<file path="config.mk">
export PLATFORM = sky130hd
export DESIGN_NAME = bpa_ctrl
export DESIGN_NICKNAME = d
export VERILOG_FILES = /design/src/hdl/bpa_pkg.sv /design/src/hdl/bpa_ctrl.sv
export SDC_FILE = /design/constraint.sdc
export NUM_CORES = 1
export LEC_CHECK = 0
export BUFFER_PORTS_ARGS = -buffer_cell sky130_fd_sc_hd__buf_2
export CELL_PAD_IN_SITES_DETAIL_PLACEMENT = 1
export CELL_PAD_IN_SITES_GLOBAL_PLACEMENT = 2
export CORE_MARGIN = 3
export CORE_UTILIZATION = 29
export DETAILED_ROUTE_END_ITERATION = 16
export PLACE_DENSITY_LB_ADDON = 0.1
export SETUP_SLACK_MARGIN = 0.2
export SLEW_MARGIN = 0
export SYNTH_ARGS = -nofsm -noshare
export SYNTH_HDL_FRONTEND = slang
export SYNTH_SLANG_ARGS = --single-unit
</file>
<file path="constraint.sdc">
create_clock -name clk_i -period 4 [get_ports clk_i]
set_input_delay 1.2 -clock clk_i [delete_from_list [all_inputs] [get_ports clk_i]]
set_output_delay 1.2 -clock clk_i [all_outputs]
set_load 0.1 [all_outputs]
</file>
<file path="src/hdl/bpa_pkg.sv">
`timescale 1ns / 1ps
package bpa_pkg;

  localparam int unsigned ADDR_W     = 48;
  localparam int unsigned ORD_W      = 6;
  localparam int unsigned FUNC_W     = 2;
  localparam int unsigned STAT_W     = 3;
  localparam int unsigned INFO_W     = 8;
  localparam int unsigned PAGE_SHIFT = 12;
  localparam int unsigned BIT_ALLOC  = 7;
  localparam int unsigned BIT_USER   = 6;
  localparam logic [ORD_W-1:0]  NOT_HEAD      = 6'd63;
  localparam logic [ADDR_W-1:0] HEAP_BASE_RST = 48'h90_0000;

  typedef enum logic [FUNC_W-1:0] {
    FUNC_ALLOC     = 2'd0,
    FUNC_FREE      = 2'd1,
    FUNC_FREE_USER = 2'd2,
    FUNC_NOP       = 2'd3
  } func_e;

  typedef enum logic [STAT_W-1:0] {
    ST_OK        = 3'd0,
    ST_NO_BLOCK  = 3'd1,
    ST_BAD_ORDER = 3'd2,
    ST_BAD_ADDR  = 3'd3,
    ST_NOT_ALLOC = 3'd4
  } status_e;

  typedef enum logic [3:0] {
    S_CLR, S_IDLE, S_DISP, S_A_UNRD, S_A_UNWR, S_A_SPLT, S_PUSH1, S_PUSH2,
    S_F_CHK, S_R_INIT, S_R_CHK, S_R_CMP, S_R_MRG2, S_S_RD, S_S_CHK, S_DONE
  } ctrl_state_e;

  typedef enum logic [4:0] {
    OP_NOP, OP_CLR, OP_LOAD, OP_DISP, OP_A_UNRD, OP_UNL_WR, OP_SPLIT, OP_A_FIN,
    OP_PUSH1, OP_PUSH2, OP_F_BAD, OP_F_OK, OP_R_INIT, OP_R_RDB, OP_R_MRG1,
    OP_R_MRG2, OP_R_END, OP_S_RD, OP_S_HIT, OP_S_MISS, OP_OUT
  } dp_op_e;

  typedef struct packed {
    dp_op_e op;
  } dp_cmd_t;

  typedef struct packed {
    func_e func;
    logic  order_bad;
    logic  list_found;
    logic  addr_bad;
    logic  frame_bad;
    logic  at_top;
    logic  bud_mergeable;
    logic  split_more;
    logic  scan_done;
    logic  scan_hit;
    logic  clr_last;
    logic  out_free;
  } dp_status_t;

endpackage

</file>
<file path="src/hdl/bpa_ctrl.sv">
`timescale 1ns / 1ps
module bpa_ctrl import bpa_pkg::*; (
  input  logic       clk_i,
  input  logic       rst_ni,
  input  logic       in_valid_i,
  output logic       in_ready_o,
  input  dp_status_t stat_i,
  output dp_cmd_t    cmd_o
);

  ctrl_state_e state_q, state_d;

  always_ff @(posedge clk_i or negedge rst_ni) begin
    if (!rst_ni) begin
      state_q <= S_CLR;
    end else begin
      state_q <= state_d;
    end
  end

  always_comb begin
    state_d    = state_q;
    cmd_o.op   = OP_NOP;
    in_ready_o = 1'b0;
    unique case (state_q)
      S_CLR: begin
        cmd_o.op = OP_CLR;
        if (stat_i.clr_last) state_d = S_IDLE;
      end
      S_IDLE: begin
        in_ready_o = 1'b1;
        if (in_valid_i) begin
          cmd_o.op = OP_LOAD;
          state_d  = S_DISP;
        end
      end
      S_DISP: begin
        cmd_o.op = OP_DISP;
        unique case (stat_i.func)
          FUNC_ALLOC: begin
            if (stat_i.order_bad || !stat_i.list_found) state_d = S_DONE;
            else state_d = S_A_UNRD;
          end
          FUNC_FREE: begin
            if (stat_i.addr_bad) state_d = S_DONE;
            else state_d = S_F_CHK;
          end
          FUNC_FREE_USER: state_d = S_S_RD;
          default:        state_d = S_DONE;
        endcase
      end
      S_A_UNRD: begin
        cmd_o.op = OP_A_UNRD;
        state_d  = S_A_UNWR;
      end
      S_A_UNWR: begin
        cmd_o.op = OP_UNL_WR;
        state_d  = S_A_SPLT;
      end
      S_A_SPLT: begin
        if (stat_i.split_more) begin
          cmd_o.op = OP_SPLIT;
          state_d  = S_PUSH1;
        end else begin
          cmd_o.op = OP_A_FIN;
          state_d  = S_DONE;
        end
      end
      S_PUSH1: begin
        cmd_o.op = OP_PUSH1;
        state_d  = S_PUSH2;
      end
      S_PUSH2: begin
        cmd_o.op = OP_PUSH2;
        unique case (stat_i.func)
          FUNC_ALLOC:     state_d = S_A_SPLT;
          FUNC_FREE_USER: state_d = S_S_RD;
          default:        state_d = S_DONE;
        endcase
      end
      S_F_CHK: begin
        if (stat_i.frame_bad) begin
          cmd_o.op = OP_F_BAD;
          state_d  = S_DONE;
        end else begin
          cmd_o.op = OP_F_OK;
          state_d  = S_R_INIT;
        end
      end
      S_R_INIT: begin
        cmd_o.op = OP_R_INIT;
        state_d  = S_R_CHK;
      end
      S_R_CHK: begin
        if (stat_i.at_top) begin
          cmd_o.op = OP_R_END;
          state_d  = S_PUSH1;
        end else begin
          cmd_o.op = OP_R_RDB;
          state_d  = S_R_CMP;
        end
      end
      S_R_CMP: begin
        if (stat_i.bud_mergeable) begin
          cmd_o.op = OP_R_MRG1;
          state_d  = S_R_MRG2;
        end else begin
          cmd_o.op = OP_R_END;
          state_d  = S_PUSH1;
        end
      end
      S_R_MRG2: begin
        cmd_o.op = OP_R_MRG2;
        state_d  = S_R_CHK;
      end
      S_S_RD: begin
        if (stat_i.scan_done) begin
          state_d = S_DONE;
        end else begin
          cmd_o.op = OP_S_RD;
          state_d  = S_S_CHK;
        end
      end
      S_S_CHK: begin
        if (stat_i.scan_hit) begin
          cmd_o.op = OP_S_HIT;
          state_d  = S_R_INIT;
        end else begin
          cmd_o.op = OP_S_MISS;
          state_d  = S_S_RD;
        end
      end
      S_DONE: begin
        if (stat_i.out_free) begin
          cmd_o.op = OP_OUT;
          state_d  = S_IDLE;
        end
      end
      default: state_d = S_IDLE;
    endcase
  end

endmodule

</file>
---- After elaboration in Yosys (flattened, before gate mapping) ----
Cells that the tools add are included.
word-level totals
  logic and storage cells ................. 51
  output and inout bits ................... 6
  input port bits ......................... 16
  register bits after elaboration ......... 4
operators by class
  equality and inequality tests ........... 20
  reductions and logical operators ........ 6
  muxes and demuxes ....................... 24
operators by type and width
  operator            count
  $pmux 5 s16         1
  $pmux 4 s15         1
  $eq 4x4->1 const B  8
  $mux 4              7
  $mux 5              4
  $eq 4x3->1 const B  4
  $pmux 4 s3          1
  $mux 3              3
  $eq 4x2->1 const B  2
  $pmux 4 s2          1
  $ne 2x2->1 const B  3
  $mux 1              5
  $eq 4x1->1 const B  1
  $logic_not 4->1     1
  $reduce_and 3->1    1
  $eq 2x1->1 const B  1
  $eq 2x2->1 const B  1
  $logic_not 2->1     1
  $mux 2              1
  $reduce_or 2->1     1
  $logic_not 1->1     1
  $logic_or 1x1->1    1

---- Longest topological paths before layout ----
  depth after elaboration ................. 5
  depth in mapped cells ................... 6

---- Worst setup path after synthesis ----
Ideal clock, no wire load.
  path type ............................... input-to-output
  start point ............................. input stat_i[6] (netlist name)
  end point ............................... output cmd_o[0] (netlist name)
  stages .................................. 4
  buffers on the path ..................... 0
  path slack .............................. -0.301 ns
  arrival time ............................ 3.101 ns
  cells stage by stage .................... mux2_2 > a21oi_1 > nor2_1 > a21oi_1
RTL lines
  item                line           text
  start: declaration  bpa_ctrl.sv:7  input dp_status_t stat_i,
  end: declaration    bpa_ctrl.sv:8  output dp_cmd_t cmd_o

==> results.sh <==
export IMPL_wl_per_cell_um=15.4
export IMPL_finalWirelength_mm=2.26
export IMPL_top_regs="state_q (4)"
export IMPL_port_buffers=21
export IMPL_drc=0
export IMPL_vias=886
export IMPL_yosysUniqueCellTypes=39
export IMPL_grt_max_degree=28
export IMPL_setup_violations=0
export IMPL_die_h_um=56.3
export IMPL_crit_chain="buf_2, or2_2, mux2_2, o21ai_0, a221o_2, buf_12"
export IMPL_yosys_area_top_type="dfrtp_1"
export IMPL_final_setup_tns_ns=0
export IMPL_rows=17
export IMPL_seq_area_um2=100
export IMPL_yosysSeqAreaShare=0.137
export IMPL_hold_violations=0
export IMPL_outcome="finished, final reports clean"
export IMPL_syn_nets=123
export IMPL_gp_congestion=0.783
export IMPL_numCtsBuffers=3
export IMPL_core_area_um2=2300
export IMPL_cp_end_kind="output pin"
export IMPL_dr_pass1_iters=5
export IMPL_rsz0062_at_grt="no"
export IMPL_crit_fanout=3
export IMPL_synthCells=103
export IMPL_drive_gt1_frac=0.277
export IMPL_drtIter0Drc=19
export IMPL_reg2reg_setup_slack_ns=2.14
export IMPL_hold_buffers=0
export IMPL_die_x_um=56.3
export IMPL_ctsResizeCount=0
export IMPL_cts_setup_buffers=0
export IMPL_async_flop_share=1.00
export IMPL_area_delta_synth_final_pct=22.2
export IMPL_clockBufferDepth=2
export IMPL_initial_core_util=0.319
export IMPL_diodes=0
export IMPL_clk_pin_slew_ns=0.04
export IMPL_grt_pass1_vias=866
export IMPL_fillers=304
export IMPL_grt_overflow_total=0
export IMPL_cts_root_buffer="clkbuf_4"
export IMPL_period_minus_slack_ns=3.61
export IMPL_via_per_inst=6.03
export IMPL_syn_avg_cell_area_um2=7.12
export IMPL_tightest_slew_ns=0.765
export IMPL_worst_slack_ns=0.389
export IMPL_pre_cts_slack_ns=0.392
export IMPL_ys_warn_count=0
export IMPL_max_freq_mhz=277
export IMPL_clock_latency_ns=0.24
export IMPL_hpwlAfterDp_mm=1.69
export IMPL_layout_nets=141
export IMPL_synthTopCellsByArea="dfrtp_1 (14%), o21ai_0 (9.6%), ha_1 (6.8%)"
export IMPL_synth_seq_cells=4
export IMPL_crit_type="in -> out"
export IMPL_fin_crit_sh=0.903
export IMPL_netlist_area_um2=733
export IMPL_slew_headroom=0.490
export IMPL_cp_arrival_ns=2.41
export IMPL_ctsHtreeMaxLevel=1
export IMPL_cts_sinks=4
export IMPL_fin_skew_ns=0.00575
export IMPL_required_ns=2.80
export IMPL_worst_path_max_delay_cell="or2_2"
export IMPL_antenna_found_initial=0
export IMPL_multiInputGateArea_um2=577
export IMPL_synth_edf_count=0
export IMPL_cts_tree="yes"
export IMPL_yosys_cell_count_top_type="o21ai_0"
export IMPL_largest_reg_flops=4
export IMPL_critical_path_buf_inv_count=2
export IMPL_drv_slew=0
export IMPL_regMostFlops="state_q"
export IMPL_drv_cap=0
export IMPL_start_kind="primary input"
export IMPL_synthTopCellsByCount="o21ai_0 (14), a21oi_1 (9), nand2_1 (8)"
export IMPL_drtAntennaViolNets=0
export IMPL_cp_top_family="compound AO/OA/AOI/OAI gates"
export IMPL_hold_class="in -> async"
export IMPL_fp_dieArea_um2=3170
export IMPL_grtUsageTotal=0.156
export IMPL_max_stage_delay_ns=0.28
export IMPL_grt_pass1_wl_mm=3.95
export IMPL_synthFlopType="dfrtp_1"
export IMPL_io_pins=22
export IMPL_synth_top_cell_area_share=0.137
final timing paths:
path,from,cells after the start,endpoint
worst max-delay path,stat_i[6],6,cmd_o[2]
worst min-delay path,rst_ni,1,state_q[1]
worst max register to register,state_q[1],4,state_q[0]
worst min register to register,state_q[2],2,state_q[0]
max in group asynchronous,rst_ni,1,state_q[0]
min in group clk_i,state_q[2],2,state_q[0]
through the flow:
stage                     hold WS, ns  std cells  cell area (µm²)  utilization
after floorplan                 0.690        103              743            -
after global placement          0.929        144              873        0.380
after detailed placement        0.921        144              873        0.380
after CTS                       0.755        147              896        0.390
after global routing            0.745        147              896        0.390
final                           0.753        147              896        0.390
routing by layer:
layer | track usage | vias to the layer above | wire, µm
met1 | 0.206 | 420 | 1020
met3 | 0.0230 | 10 | 114
met5 | 0 | - | 0
met4 | 0.102 | 0 | 83
li1 | - | 422 | -
met2 | 0.232 | 34 | 1050
placed cells by master (no fill, tap or decap), types with 2 or more instances in the layout:
cell	netlist	layout
buf_2	5	19
o21ai_0	14	12
nand2_1	8	8
a21oi_1	9	8
nand2b_1	5	5
inv_1	5	5
nor2_1	5	5
nor2b_1	4	4
ha_1	4	4
dfrtp_1	4	4
o22ai_1	3	3
a2111oi_0	3	3
clkbuf_4	0	3
mux2_2	2	2
o21ai_1	0	2
nor3b_1	2	2
a21boi_0	2	2
nor4_1	2	2
buf_12	0	2
cell type report:
type / instances / area share
Multi-Input combinational cell: 85 / 0.644
Timing Repair Buffer: 22 / 0.159
Sequential cell: 4 / 0.112
Tap cell: 28 / 0.0391
Clock buffer: 3 / 0.0251
Inverter: 5 / 0.0209
cell families (layout without fill, tap and decap cells):
family | after synthesis | count (layout) | synth area share
buffers and inverters | 14 | 30 | 0.0904
AOI/OAI and AO/OA | 44 | 44 | 0.403
adders and majority gates | 4 | 4 | 0.0683
muxes | 2 | 2 | 0.0307
DFF | 4 | 4 | 0.137
and+or+nand+nor | 35 | 35 | 0.271
Power is not shown: default switching activity piles up to over one toggle a cycle in this logic, so the estimate is an artifact.
